File: src/sv/rotated_mono_frame_buffer_plotter_macros.svh
// assertion macros for the frame buffer plotter
// used by the top level, expects clk and rst in scope
`ifndef ROTATED_MONO_FRAME_BUFFER_PLOTTER_MACROS_SVH
`define ROTATED_MONO_FRAME_BUFFER_PLOTTER_MACROS_SVH
`ifndef SYNTH
`define RMFB_ASSERT_ALWAYS(label, cond) \
  label: assert property (@(posedge clk) disable iff (rst) (cond)) \
    else $error("rmfb invariant failed");
`define RMFB_ASSERT_IMPLY(label, pre, post) \
  label: assert property (@(posedge clk) disable iff (rst) (pre) |-> (post)) \
    else $error("rmfb implication failed");
`define RMFB_ASSERT_NEXT(label, pre, post) \
  label: assert property (@(posedge clk) disable iff (rst) (pre) |=> (post)) \
    else $error("rmfb next-cycle check failed");
`else
`define RMFB_ASSERT_ALWAYS(label, cond)
`define RMFB_ASSERT_IMPLY(label, pre, post)
`define RMFB_ASSERT_NEXT(label, pre, post)
`endif
`endif

File: src/sv/rmfb_pkg.sv
// shared types, codes and sizes for the frame buffer plotter
// no dependencies
`timescale 1ns / 1ps

package rmfb_pkg;

  localparam int MAX_WIDTH   = 800;
  localparam int MAX_HEIGHT  = 480;
  localparam int STORE_DEPTH = (MAX_WIDTH * MAX_HEIGHT) / 8;
  localparam int ADDR_W      = $clog2(STORE_DEPTH);
  localparam int SUM_W       = ADDR_W + 3;
  localparam int Q_DEPTH     = 2;
  localparam int CFG_DATA_W  = 10;

  localparam logic [9:0] W_CAP = 10'((MAX_WIDTH / 8) * 8);
  localparam logic [8:0] H_CAP = 9'(MAX_HEIGHT);
  localparam logic [7:0] PIX_MSB = 8'h80;

  localparam logic [1:0] CMD_PLOT = 2'd0;
  localparam logic [1:0] CMD_FILL = 2'd1;
  localparam logic [1:0] CMD_READ = 2'd2;

  localparam logic [1:0] ST_DONE    = 2'd0;
  localparam logic [1:0] ST_CLIPPED = 2'd1;
  localparam logic [1:0] ST_RANGE   = 2'd2;

  localparam logic [1:0] REG_WIDTH  = 2'd0;
  localparam logic [1:0] REG_HEIGHT = 2'd1;
  localparam logic [1:0] REG_ROT    = 2'd2;
  localparam logic [1:0] REG_INV    = 2'd3;

  localparam logic [1:0] ROT_90  = 2'd1;
  localparam logic [1:0] ROT_180 = 2'd2;
  localparam logic [1:0] ROT_270 = 2'd3;

  typedef enum logic [1:0] {
    K_REPLY,
    K_PLOT,
    K_FILL,
    K_READ
  } kind_t;

  typedef enum logic [1:0] {
    BK_IDLE,
    BK_PLOT,
    BK_READ,
    BK_FILL
  } bk_state_t;

  typedef struct packed {
    logic [9:0] width;
    logic [8:0] height;
    logic [1:0] rotation;
    logic       invert;
  } cfg_t;

  typedef struct packed {
    kind_t             kind;
    logic [ADDR_W-1:0] addr;
    logic [7:0]        mask;
    logic              set;
    logic [1:0]        status;
  } job_t;

endpackage

File: src/sv/rmfb_queue.sv
// short job queue between front and back end
// depends on rmfb_pkg
`timescale 1ns / 1ps

module rmfb_queue (
  input  logic           clk,
  input  logic           rst,
  input  logic           push,
  input  rmfb_pkg::job_t din,
  output logic           full,
  input  logic           pop,
  output rmfb_pkg::job_t dout,
  output logic           empty
);

  import rmfb_pkg::*;

  localparam int PTR_W = $clog2(Q_DEPTH);

  job_t             entries [Q_DEPTH];
  logic [PTR_W-1:0] wr_ptr;
  logic [PTR_W-1:0] rd_ptr;
  logic [PTR_W:0]   count;
  logic             do_push;
  logic             do_pop;

  assign full    = (count == (PTR_W + 1)'(Q_DEPTH));
  assign empty   = (count == '0);
  assign do_push = push && !full;
  assign do_pop  = pop && !empty;
  assign dout    = entries[rd_ptr];

  always_ff @(posedge clk) begin
    if (rst) begin
      wr_ptr <= '0;
      rd_ptr <= '0;
      count  <= '0;
    end else begin
      if (do_push) begin
        wr_ptr <= (wr_ptr == PTR_W'(Q_DEPTH - 1)) ? '0 : wr_ptr + 1'b1;
      end
      if (do_pop) begin
        rd_ptr <= (rd_ptr == PTR_W'(Q_DEPTH - 1)) ? '0 : rd_ptr + 1'b1;
      end
      if (do_push && !do_pop) begin
        count <= count + 1'b1;
      end else if (do_pop && !do_push) begin
        count <= count - 1'b1;
      end
    end
  end

  always_ff @(posedge clk) begin
    if (do_push) begin
      entries[wr_ptr] <= din;
    end
  end

endmodule

File: config.mk
export PLATFORM = sky130hd
export DESIGN_NAME = rmfb_queue
export DESIGN_NICKNAME = d
export VERILOG_FILES = /design/src/sv/rotated_mono_frame_buffer_plotter_macros.svh /design/src/sv/rmfb_pkg.sv /design/src/sv/rmfb_queue.sv
export SDC_FILE = /design/constraint.sdc
export NUM_CORES = 1
export LEC_CHECK = 0
export BUFFER_PORTS_ARGS = -buffer_cell sky130_fd_sc_hd__buf_2
export CAP_MARGIN = 10
export CORE_MARGIN = 4
export CORE_UTILIZATION = 49
export CTS_BUF_LIST = sky130_fd_sc_hd__clkbuf_4 sky130_fd_sc_hd__clkbuf_8
export DETAILED_ROUTE_END_ITERATION = 6
export GPL_TIMING_DRIVEN = 0
export PLACE_DENSITY = 0.76
export SKIP_LAST_GASP = 1
export SYNTH_ARGS = -nofsm -noshare
export SYNTH_HDL_FRONTEND = slang
export SYNTH_SLANG_ARGS = --single-unit
File: constraint.sdc
create_clock -name clk -period 2.3 [get_ports clk]
set_clock_uncertainty 0.05 [all_clocks]
set_input_delay 0.115 -clock clk [delete_from_list [all_inputs] [get_ports clk]]
set_output_delay 0.115 -clock clk [all_outputs]
set_load 0.05 [all_outputs]
==> metrics.md <==
| Metric | Value |
|---|---|
| GRT Overall Usage | `0.158` |
| Ys async rst share | `0` |
| Reg2reg start | `count[1]` |
| Worst VDD drop | `752 µV` |
| Post-synth cell types | `14` |
| TritonRoute pass-1 iters | `4` |
| Pwr Total | `3.64 mW` |
| Max incr delay on CP | `0.54 ns` |
| DR WL/cell | `15.2 µm` |
| Pwr Density | `1160 nW/µm²` |
| Max-cap violations | `0` |
| Slew @ Worst Pin | `0.688 ns` |
| Synth area leaders | `edfxtp_1 76%, mux2_2 14%, dfxtp_1 4.3%` |
| Clock buffer depth | `2` |
| Metal1 wirelength | `1600 µm` |
| Share of the synthesized area in the top cell type | `0.755` |
| Worst r2r path cells | `3` |
| Worst-path cell chain | `nor2b_2 -> or3_1 -> clkinvlp_4` |
| Uppermost routed layer | `met4` |
| Synthesized flop and latch total | `63` |
| CTS H-tree lvls | `3` |
| WL final | `4160 µm` |
| Hold Startpoint | `push` |
| Mapped Area | `2310 µm²` |
| Initial Util | `0.519` |
| CP max stage cell | `clkinvlp_4` |
| CP required | `2.12 ns` |
| TritonCTS Sinks | `63` |
| IO Port Bufs | `63` |
| TritonCTS Buffers | `9` |
| Hold Path Sink | `wr_ptr` |
| Die X | `76.6 µm` |
| Synth-to-layout area growth | `35.8%` |
| Largest net degree at the start of global routing | `30` |
| Number of routed nets with antenna violations | `0` |
| Routability cong. | `0.637` |
| Most common cell in the netlist | `edfxtp_1` |
| Crit path buffers/inverters | `1` |
| Worst-Skew Late Latency | `0.32 ns` |
| CTS root buf | `clkbuf_8` |
| Top Family by Delay on Critical Path | `buffers and inverters` |
| Critical Path AT | `1.65 ns` |
| Row count | `24` |
| Post CTS Setup Buffer Count | `0` |
| Vias in the first global route | `1438` |
| Met3 WL | `271 µm` |
| I/O pin count | `64` |
| Worst hold path stage count | `4` |
| Core area | `4440 µm²` |
| Synth warnings | `0` |
| Crit Path Max Fanout | `29` |
| DRT iter0 DRCs | `65` |
| Number of enable flip-flop cells after synthesis | `58` |
| CP Capture Type | `register` |
| Final setup vio count | `0` |
| Status | `complete, no violations` |
| Die H | `76.6 µm` |
| Slew Limit Fails | `0` |
| Final worst-path cycle share | `0.794` |
| CP Class | `reg -> reg` |
| Mean Syn Cell Area | `20.1 µm²` |
| # fillers | `312` |
| Crit Reg-Reg Endpoint | `entries[0][8]` |
| Worst hold path type | `in -> reg` |
| Finished Core Util | `0.705` |
| RSZ-0062 raised after global routing | `false` |
| Commonest cells in the synthesized netlist | `58 x edfxtp_1, 29 x mux2_2, 5 x dfxtp_1, 5 x nor2_1` |
| Hold slack | `0.126 ns` |
| FF-to-FF setup slack | `0.47 ns` |
| Cell accounting for the most synthesized area | `edfxtp_1` |
| Final hold vios | `0` |
| Nets@finish | `253` |
| Layout cells sized above 1 | `0.489` |
| Top FF cell, synth | `edfxtp_1` |
| # DRC | `0` |
| DR WL met2 | `2220 µm` |
| Max Freq | `548 MHz` |
| Max-slew headroom | `0.541` |
| Post-synthesis cell count | `115` |
| Ant diodes | `0` |
| Sequential-to-total area share from yosys stat | `0.799` |
| Placed insts | `230` |
| CTS clk-pin slew, worst paths | `0.06 ns` |
| CTS tree | `yes` |
| LEAKAGE | `1.20 nW` |
| Initial antenna violation count | `0` |
| Hpwl dp | `2610 µm` |
| Via Count | `1348` |
| Synth Net Count | `149` |
| Fin cells | `273` |
| Min Tclk post-route | `1.83 ns` |
| Vias/cell | `4.94` |
| First-pass GRT wire length | `7040 µm` |
| TNS Setup | `0 ns` |
| Grt total ovfl | `0` |
| Startpoint types | `register` |
| DIE AREA | `5870 µm²` |
-- kinds of logic after synthesis --
| kind of cell | share of synthesized area |
|---|---|
| mux | 0.142 |
| compound gates | 0.0109 |
| flops | 0.799 |
| buf+inv | 0.0119 |
| fa+ha+maj | 0.00543 |
| simple gates | 0.0201 |
| xor+xnor | 0.0114 |
-- cell usage in the layout, fill, tap and decap left out, drive strengths merged --
cell / instances
or3: 2
ha: 1
dfxtp: 5
buf: 66
a21oi: 2
and2: 1
clkinvlp: 1
clkinv: 4
nor2b: 1
mux2: 29
dlygate4sd3: 30
nor2: 5
xor2: 3
o21ai: 3
edfxtp: 58
clkbuf: 9
inv: 1
-- power breakdown --
| part | internal, mW | switching [mW] |
|---|---|---|
| logic | 0.419 | 0.994 |
| clock network | 0.359 | 0.366 |
| registers | 1.45 | 0.0505 |
-- state kept, by name, indices dropped and copies added, names as in the netlist, named ones only --
register / count
entries: 58
wr_ptr: 1
rd_ptr: 1
count: 2
-- through the flow --
stage	instance area (µm²)	setup slack, ns
after floorplan	2310	0.360
after global placement	2690	0.204
after detailed placement	2690	0.0767
after CTS	3130	0.0750
after global routing	3130	0.326
final	3130	0.474
-- routing by layer --
metal,vias to the layer above,global-route usage
met4,0,0.0870
met1,644,0.174
met5,-,0
met2,44,0.271
li1,649,-
met3,11,0.0496
-- cell type report --
| cell class | count | area (µm²) | area share |
|---|---|---|---|
| Sequential cell | 63 | 1840 | 0.588 |
| Clock buffer | 9 | 124 | 0.0396 |
| Buffer | 3 | 20.0 | 0.00639 |
| Timing Repair Buffer | 93 | 616 | 0.197 |
| Tap cell | 52 | 65.1 | 0.0208 |
| Clock inverter | 4 | 16.3 | 0.00519 |
| Inverter | 2 | 11.3 | 0.00360 |
| Multi-Input combinational cell | 47 | 438 | 0.140 |
-- worst min-delay path, stage by stage --
cell	delay [ns]
buf_2	0.07
inv_1	0.04
o21ai_0	0.15
a21oi_1	0.07
-- repair_timing --
| item | 4_1_cts | 5_1_grt |
|---|---|---|
| hold buffers | 30 | 0 |
| hold endpoints to repair | 63 | 0 |
| setup endpoints to repair | 0 | 3 |
| gates resized for setup | 0 | 1 |
-- how the worst max path moves through the flow --
stage                   from             end  slack [ns]  cells past startpoint
floorplan           count[1]   entries[0][0]        0.36                      3
global placement    count[1]  entries[1][15]        0.20                      3
detailed placement  count[0]  entries[1][10]        0.08                      3
CTS                 count[0]  entries[1][10]        0.08                      3
global route        count[1]  entries[0][10]        0.33                      3
finish              count[1]   entries[0][8]        0.47                      3
(Power assumes the default switching activity.)
