[config.mk]
export PLATFORM = sky130hd
export DESIGN_NAME = rmfb_front
export DESIGN_NICKNAME = d
export VERILOG_FILES = /design/src/sv/rotated_mono_frame_buffer_plotter_macros.svh /design/src/sv/rmfb_pkg.sv /design/src/sv/rmfb_front.sv
export SDC_FILE = /design/constraint.sdc
export NUM_CORES = 1
export LEC_CHECK = 0
export BUFFER_PORTS_ARGS = -buffer_cell sky130_fd_sc_hd__clkbuf_2
export CORE_ASPECT_RATIO = 1.25
export CORE_UTILIZATION = 60
export CTS_CLUSTER_SIZE = 30
export DETAILED_ROUTE_END_ITERATION = 7
export PLACE_DENSITY = 0.89
export SETUP_SLACK_MARGIN = 0.2
export SLEW_MARGIN = 20
export SYNTH_ARGS = -nofsm -noshare
export SYNTH_HDL_FRONTEND = slang
export SYNTH_SLANG_ARGS = --single-unit
[constraint.sdc]
create_clock -name clk -period 14.6 [get_ports clk]
set_clock_uncertainty 0.15 [all_clocks]
set_input_delay 2.19 -clock clk [delete_from_list [all_inputs] [get_ports clk]]
set_output_delay 2.19 -clock clk [all_outputs]
set_load 0.01 [all_outputs]
[src/sv/rotated_mono_frame_buffer_plotter_macros.svh]
// assertion macros for the frame buffer plotter
// used by the top level, expects clk and rst in scope
`ifndef ROTATED_MONO_FRAME_BUFFER_PLOTTER_MACROS_SVH
`define ROTATED_MONO_FRAME_BUFFER_PLOTTER_MACROS_SVH
`ifndef SYNTH
`define RMFB_ASSERT_ALWAYS(label, cond) \
  label: assert property (@(posedge clk) disable iff (rst) (cond)) \
    else $error("rmfb invariant failed");
`define RMFB_ASSERT_IMPLY(label, pre, post) \
  label: assert property (@(posedge clk) disable iff (rst) (pre) |-> (post)) \
    else $error("rmfb implication failed");
`define RMFB_ASSERT_NEXT(label, pre, post) \
  label: assert property (@(posedge clk) disable iff (rst) (pre) |=> (post)) \
    else $error("rmfb next-cycle check failed");
`else
`define RMFB_ASSERT_ALWAYS(label, cond)
`define RMFB_ASSERT_IMPLY(label, pre, post)
`define RMFB_ASSERT_NEXT(label, pre, post)
`endif
`endif

[src/sv/rmfb_pkg.sv]
// shared types, codes and sizes for the frame buffer plotter
// no dependencies
`timescale 1ns / 1ps

package rmfb_pkg;

  localparam int MAX_WIDTH   = 800;
  localparam int MAX_HEIGHT  = 480;
  localparam int STORE_DEPTH = (MAX_WIDTH * MAX_HEIGHT) / 8;
  localparam int ADDR_W      = $clog2(STORE_DEPTH);
  localparam int SUM_W       = ADDR_W + 3;
  localparam int Q_DEPTH     = 2;
  localparam int CFG_DATA_W  = 10;

  localparam logic [9:0] W_CAP = 10'((MAX_WIDTH / 8) * 8);
  localparam logic [8:0] H_CAP = 9'(MAX_HEIGHT);
  localparam logic [7:0] PIX_MSB = 8'h80;

  localparam logic [1:0] CMD_PLOT = 2'd0;
  localparam logic [1:0] CMD_FILL = 2'd1;
  localparam logic [1:0] CMD_READ = 2'd2;

  localparam logic [1:0] ST_DONE    = 2'd0;
  localparam logic [1:0] ST_CLIPPED = 2'd1;
  localparam logic [1:0] ST_RANGE   = 2'd2;

  localparam logic [1:0] REG_WIDTH  = 2'd0;
  localparam logic [1:0] REG_HEIGHT = 2'd1;
  localparam logic [1:0] REG_ROT    = 2'd2;
  localparam logic [1:0] REG_INV    = 2'd3;

  localparam logic [1:0] ROT_90  = 2'd1;
  localparam logic [1:0] ROT_180 = 2'd2;
  localparam logic [1:0] ROT_270 = 2'd3;

  typedef enum logic [1:0] {
    K_REPLY,
    K_PLOT,
    K_FILL,
    K_READ
  } kind_t;

  typedef enum logic [1:0] {
    BK_IDLE,
    BK_PLOT,
    BK_READ,
    BK_FILL
  } bk_state_t;

  typedef struct packed {
    logic [9:0] width;
    logic [8:0] height;
    logic [1:0] rotation;
    logic       invert;
  } cfg_t;

  typedef struct packed {
    kind_t             kind;
    logic [ADDR_W-1:0] addr;
    logic [7:0]        mask;
    logic              set;
    logic [1:0]        status;
  } job_t;

endpackage

[src/sv/rmfb_front.sv]
// front end: accepts items, clips and rotates plots, builds byte jobs
// depends on rmfb_pkg
`timescale 1ns / 1ps

module rmfb_front (
  input  logic                 clk,
  input  logic                 rst,
  input  rmfb_pkg::cfg_t       cfg,
  input  logic                 push,
  output logic                 full,
  input  logic [1:0]           cmd,
  input  logic signed [11:0]   pos_x,
  input  logic signed [11:0]   pos_y,
  input  logic                 ink,
  input  logic [15:0]          byte_index,
  output logic                 busy,
  output logic                 q_push,
  input  logic                 q_full,
  output rmfb_pkg::job_t       job
);

  import rmfb_pkg::*;

  typedef struct packed {
    kind_t             kind;
    logic [8:0]        op_a;
    logic [9:0]        op_b;
    logic [ADDR_W-1:0] op_c;
    logic [2:0]        bitpos;
    logic              set;
    logic [1:0]        status;
  } stage_t;

  logic        stg_valid;
  stage_t      stg;
  stage_t      stg_next;
  logic        accept;
  logic [10:0] w_round;
  logic [9:0]  w_act;
  logic [8:0]  h_act;
  logic [9:0]  x_lim;
  logic [9:0]  y_lim;
  logic        clip;
  logic [9:0]  ux;
  logic [9:0]  uy;
  logic [9:0]  ax;
  logic [8:0]  ay;
  logic        pix_set;
  logic [SUM_W-1:0] prod;
  logic [SUM_W-1:0] sum;

  assign q_push = stg_valid && !q_full;
  assign full   = stg_valid && !q_push;
  assign accept = push && !full;
  assign busy   = stg_valid;

  always_comb begin
    w_round = ({1'b0, cfg.width} + 11'd7) & 11'h7F8;
    w_act   = (w_round > {1'b0, W_CAP}) ? W_CAP : w_round[9:0];
    h_act   = (cfg.height > H_CAP) ? H_CAP : cfg.height;
    x_lim   = cfg.rotation[0] ? {1'b0, h_act} : w_act;
    y_lim   = cfg.rotation[0] ? w_act : {1'b0, h_act};
    clip    = pos_x[11] || pos_y[11] || (pos_x[10:0] >= {1'b0, x_lim})
              || (pos_y[10:0] >= {1'b0, y_lim});
    ux      = pos_x[9:0];
    uy      = pos_y[9:0];
    case (cfg.rotation)
      ROT_90: begin
        ax = w_act - 10'd1 - uy;
        ay = ux[8:0];
      end
      ROT_180: begin
        ax = w_act - 10'd1 - ux;
        ay = h_act - 9'd1 - uy[8:0];
      end
      ROT_270: begin
        ax = uy;
        ay = h_act - 9'd1 - ux[8:0];
      end
      default: begin
        ax = ux;
        ay = uy[8:0];
      end
    endcase
    pix_set = cfg.invert ? ink : !ink;

    stg_next.kind   = K_REPLY;
    stg_next.op_a   = '0;
    stg_next.op_b   = w_act;
    stg_next.op_c   = '0;
    stg_next.bitpos = ax[2:0];
    stg_next.set    = pix_set;
    stg_next.status = ST_DONE;
    case (cmd)
      CMD_PLOT: begin
        if (clip) begin
          stg_next.status = ST_CLIPPED;
        end else begin
          stg_next.kind = K_PLOT;
          stg_next.op_a = ay;
          stg_next.op_c = ADDR_W'(ax);
        end
      end
      CMD_FILL: begin
        stg_next.kind = K_FILL;
        stg_next.op_a = h_act;
      end
      CMD_READ: begin
        if (byte_index >= 16'(STORE_DEPTH)) begin
          stg_next.status = ST_RANGE;
        end else begin
          stg_next.kind = K_READ;
          stg_next.op_c = ADDR_W'(byte_index);
        end
      end
      default: begin
        stg_next.status = ST_DONE;
      end
    endcase
  end

  always_ff @(posedge clk) begin
    if (rst) begin
      stg_valid <= 1'b0;
    end else if (accept) begin
      stg_valid <= 1'b1;
    end else if (q_push) begin
      stg_valid <= 1'b0;
    end
  end

  always_ff @(posedge clk) begin
    if (accept) begin
      stg <= stg_next;
    end
  end

  // byte address is (x + y * w) / 8, fill count is w * h / 8
  assign prod = SUM_W'(stg.op_a) * SUM_W'(stg.op_b);
  assign sum  = prod + SUM_W'(stg.op_c);

  always_comb begin
    job.kind   = stg.kind;
    job.addr   = (stg.kind == K_READ) ? stg.op_c : sum[SUM_W-1:3];
    job.mask   = PIX_MSB >> stg.bitpos;
    job.set    = stg.set;
    job.status = stg.status;
  end

endmodule

==> run summary <==
The number of setup buffers added after CTS is 0. Power spread over the standard cell area amounts to 122 nW/um^2. The repair_antennas step left the layout with diodes totalling 0. Number of antenna violations at the first check in global routing: 0.

For this run, the number of Yosys warnings is 0. The path with the worst hold slack has its endpoint at busy. The min-delay analysis places its worst path in the category flip-flop to flip-flop. The worst register-to-register path ends at stg[32]. The logic depth of the worst register-to-register path works out to 2. The initial utilization of the core area, before any placement, comes to 61.6%. The post-synthesis cell type count is 58, and the routability-driven placement congestion ratio is 0.926.

The tools report the placed wire-length estimate as 13.2 mm. The worst hold path begins at busy. Of all cell types, the one taking the most synthesized area is sky130_fd_sc_hd__edfxtp_1. The DRC marker count from the first detailed-route iteration was 329. The tools report the count of final hold-check violations as 0. Sort of element at the start of the critical path: a flip-flop. The shortest clock period the worst path allows after layout works out to 7.83 ns. Leaving out fill and tap cells, the most frequent cell in the layout is sky130_fd_sc_hd__clkbuf_2. The count of pins over their slew limit was 0. STA puts the critical path data required time at 12.26 ns. The tools report the clock latency reported for the late side of the worst-skew pair as 0.29 ns. The DRC violation count after routing was 0. The synthesized design contains 41 register bits. For the power share of the combinational group, the log shows 68.2%.

Critical path capture point type: an output port. Setup repair after global routing left no endpoint under its margin. The final period utilization is 53.7%, and the count of standard-cell rows is 42. After synthesis, the cell types taking the most area are sky130_fd_sc_hd__edfxtp_1 18%, sky130_fd_sc_hd__ha_1 16%, sky130_fd_sc_hd__fa_1 14%, sky130_fd_sc_hd__nand2_1 4.9%, sky130_fd_sc_hd__inv_1 4.7%. Setup total negative slack on the finished layout was measured at 0 ns. For met1 alone, demand over resource in global routing was 35.8%. The number of global-route vias before repair is 5558, and the count of buffers inserted at the top-level ports is 100.

Fraction of synthesis flops using an asynchronous set or reset pin: 0%. In this run the power spent charging and discharging nets is 395 uW. The first global-routing pass estimated 26.4 mm of wire.

During I/O placement, the number of pins put on the boundary was 101. Global routing consumed, on the met3 layer, 2.38% of the routing resources. Before antenna repair, the detailed router went through 5 iterations. The logs give 10600 sq um for the core region area and 954 for the net count of the mapped netlist. Entering global routing, the biggest net connects 41 pins. The worst IR drop on VDD is 0.0000784 V, and the number of flops mapped to enable cells by yosys is 40. The floorplan step set the die height to 118 microns. Based on the critical path, the design can be clocked at up to 128 MHz. In this run, flip-flops and latches consume 17.1% of the power. The number of hold buffers added after CTS came out at 0. The routed wirelength normalized by instance count was 16.9 microns. Net switching is 45.2% of the power. The register area share after synthesis is 18.8%, and the final setup violation count is 0. Buffers inserted during clock tree synthesis total 5. TritonCTS built the clock tree. For met2 alone, demand over resource in global routing was 53.7%.

The floorplan step defined a die boundary enclosing 11300 sq um. The library cells used most frequently in the layout, excluding fill and tap cells, are 100 x sky130_fd_sc_hd__clkbuf_2, 85 x sky130_fd_sc_hd__nand2_1, 84 x sky130_fd_sc_hd__ha_1. Compared with the post-synthesis result, the final layout area differs by 10.4%.

The share of post-route cells with drive strength above 1 is 14.2%. Data on the critical path arrives at its endpoint at 5.49 ns. The via density per instance was 6.01. Clock-pin slew was measured on the worst setup and hold paths at 0.06 ns. The max-slew headroom at the worst pin was 27.5%; the count of fill cells added during filler insertion was 868. After synthesis, the largest area contributor takes up 18.5% of total cell area. The run finished with clean final reports. The startpoint identified for the worst register-to-register timing path is busy. The detailed router placed 5750 vias in this run.

The root buffer cell chosen for the clock tree is sky130_fd_sc_hd__clkbuf_16. The run gives 68.0% as the final design utilization. Post-synthesis instance total: 754. The tool flagged a number of max-cap violations equal to 0.

For this block, the routed nets add up to 16.2 mm of wire. Once the clock tree was built, the resizer swapped 0 gates to a different size. After global routing, the most crowded layer is met2. The clock drives 41 sinks.

The run gives 0 as the count of antenna-violating nets left after detailed routing. Of all nets on the critical path, the largest fanout is 9. The top flip-flop cell by instance count after synthesis is sky130_fd_sc_hd__edfxtp_1.

The average size of a mapped cell was 8.63 sq um; the total routing usage reported by global routing was 29.9%. The worst-case register-to-register setup slack was 12.71 ns. The part of the power in the clock network is 14.6%. The reported leakage power was 0.00345 uW.

The number of cells traversed by the worst hold path is 3, and the internal power consumption is 479 uW. The die is 95.2 microns wide. The summed instance area of the synthesized netlist was 6510 sq um. At the pin with the least slew margin, the transition time is 1.08 ns. Global routing finished with a remaining overflow of 0.

In the final design database the tool counted 1024 nets. The critical path is of the flip-flop to output port type. The maximum clock path buffer count came out at 2. CTS built an H-tree with a depth of 2.
==> critical path, cell delays in order, from the launching register on <==
cell	delay, ns
sky130_fd_sc_hd__edfxtp_1	0.51
sky130_fd_sc_hd__and2_1	0.21
sky130_fd_sc_hd__fa_1	0.54
sky130_fd_sc_hd__inv_1	0.06
sky130_fd_sc_hd__fa_1	0.48
sky130_fd_sc_hd__inv_1	0.06
sky130_fd_sc_hd__fa_1	0.50
sky130_fd_sc_hd__fa_1	0.58
sky130_fd_sc_hd__fa_1	0.43
sky130_fd_sc_hd__ha_1	0.39
sky130_fd_sc_hd__a21o_1	0.21
sky130_fd_sc_hd__a21o_1	0.18
sky130_fd_sc_hd__a21oi_1	0.23
sky130_fd_sc_hd__inv_1	0.07
sky130_fd_sc_hd__o21a_1	0.21
sky130_fd_sc_hd__o21a_1	0.17
sky130_fd_sc_hd__o31ai_1	0.21
sky130_fd_sc_hd__clkbuf_2	0.16
==> through the flow <==
step           power [uW]  std cells  setup slack [ns]  cell area, sq um  hold WS, ns
3_3_place_gp          720        949              7.23              7010        0.505
5_1_grt               954        957              6.45              7190        0.553
2_1_floorplan         584        754              7.33              6510        0.537
3_5_place_dp          742        949              7.10              7010        0.508
4_1_cts               871        957              6.78              7180        0.520
6_report              875        957              6.77              7190        0.517
==> cell usage after synthesis, types with 4 or more instances <==
| master | count |
|---|---|
| sky130_fd_sc_hd__a2111oi_0 | 4 |
| sky130_fd_sc_hd__and2_1 | 37 |
| sky130_fd_sc_hd__o21ai_0 | 32 |
| sky130_fd_sc_hd__nor2b_1 | 5 |
| sky130_fd_sc_hd__xor2_1 | 14 |
| sky130_fd_sc_hd__or3_1 | 4 |
| sky130_fd_sc_hd__nand3b_1 | 5 |
| sky130_fd_sc_hd__a31oi_1 | 6 |
| sky130_fd_sc_hd__nand2_1 | 85 |
| sky130_fd_sc_hd__nor3b_1 | 4 |
| sky130_fd_sc_hd__a21o_1 | 15 |
| sky130_fd_sc_hd__nor2_1 | 40 |
| sky130_fd_sc_hd__a22o_1 | 6 |
| sky130_fd_sc_hd__mux2i_1 | 23 |
| sky130_fd_sc_hd__nand4b_1 | 4 |
| sky130_fd_sc_hd__nor3_1 | 13 |
| sky130_fd_sc_hd__fa_1 | 46 |
| sky130_fd_sc_hd__nand2b_1 | 13 |
| sky130_fd_sc_hd__o21a_1 | 6 |
| sky130_fd_sc_hd__nand3_1 | 13 |
| sky130_fd_sc_hd__inv_1 | 82 |
| sky130_fd_sc_hd__edfxtp_1 | 40 |
| sky130_fd_sc_hd__a22oi_1 | 9 |
| sky130_fd_sc_hd__a211oi_1 | 5 |
| sky130_fd_sc_hd__ha_1 | 85 |
| sky130_fd_sc_hd__buf_4 | 5 |
| sky130_fd_sc_hd__a21oi_1 | 48 |
| sky130_fd_sc_hd__clkbuf_1 | 26 |
| sky130_fd_sc_hd__a32o_1 | 4 |
| sky130_fd_sc_hd__xnor2_1 | 25 |
==> sequential cells by signal, indices dropped and copies added (netlist names) <==
name,count
busy,1
job,5
stg,35
==> power groups by stage <==
| stage | Combinational, uW | Sequential (uW) | Clock, uW |
|---|---|---|---|
| final | 597 | 150 | 128 |
| after global routing | 670 | 151 | 132 |
| after CTS | 593 | 150 | 128 |
| after detailed placement | 589 | 152 | 0 |
| after global placement | 569 | 151 | 0 |
| after floorplan | 437 | 147 | 0 |
==> per-layer routing <==
layer	share of wire, %	up-vias
met1	39	2731
met5	0	-
li1	-	2763
met4	3.1	0
met2	53	222
met3	4.7	34
==> how the worst max path moves through the flow <==
stage | cells past startpoint | end | from
after floorplan | 17 | job[23] | stg[28]
after global placement | 17 | job[23] | stg[28]
after detailed placement | 17 | job[23] | stg[28]
after CTS | 17 | job[23] | stg[28]
after global routing | 17 | job[26] | stg[28]
final | 17 | job[23] | stg[28]
==> area by class of cell <==
| cell class | instances | area, sq um | share of cell area [%] |
|---|---|---|---|
| timing repair buffer | 100 | 500 | 6.96 |
| inverter | 82 | 308 | 4.28 |
| sequential | 41 | 1220 | 17.0 |
| clock buffer | 5 | 125 | 1.74 |
| clock inverter | 3 | 46.3 | 0.644 |
| multi-input combinational | 594 | 4820 | 67.1 |
| tap | 132 | 165 | 2.30 |
==> cells by family after synthesis <==
group	count (synthesis)	share of synthesized area (%)
AOI/OAI and AO/OA	160	16.0
buffers and inverters	119	7.32
and+or+nand+nor	240	18.5
muxes	24	3.71
adders and majority gates	131	30.5
DFF	41	18.8
xor gates and xnor gates	39	5.25
(Power assumes the default switching activity.)
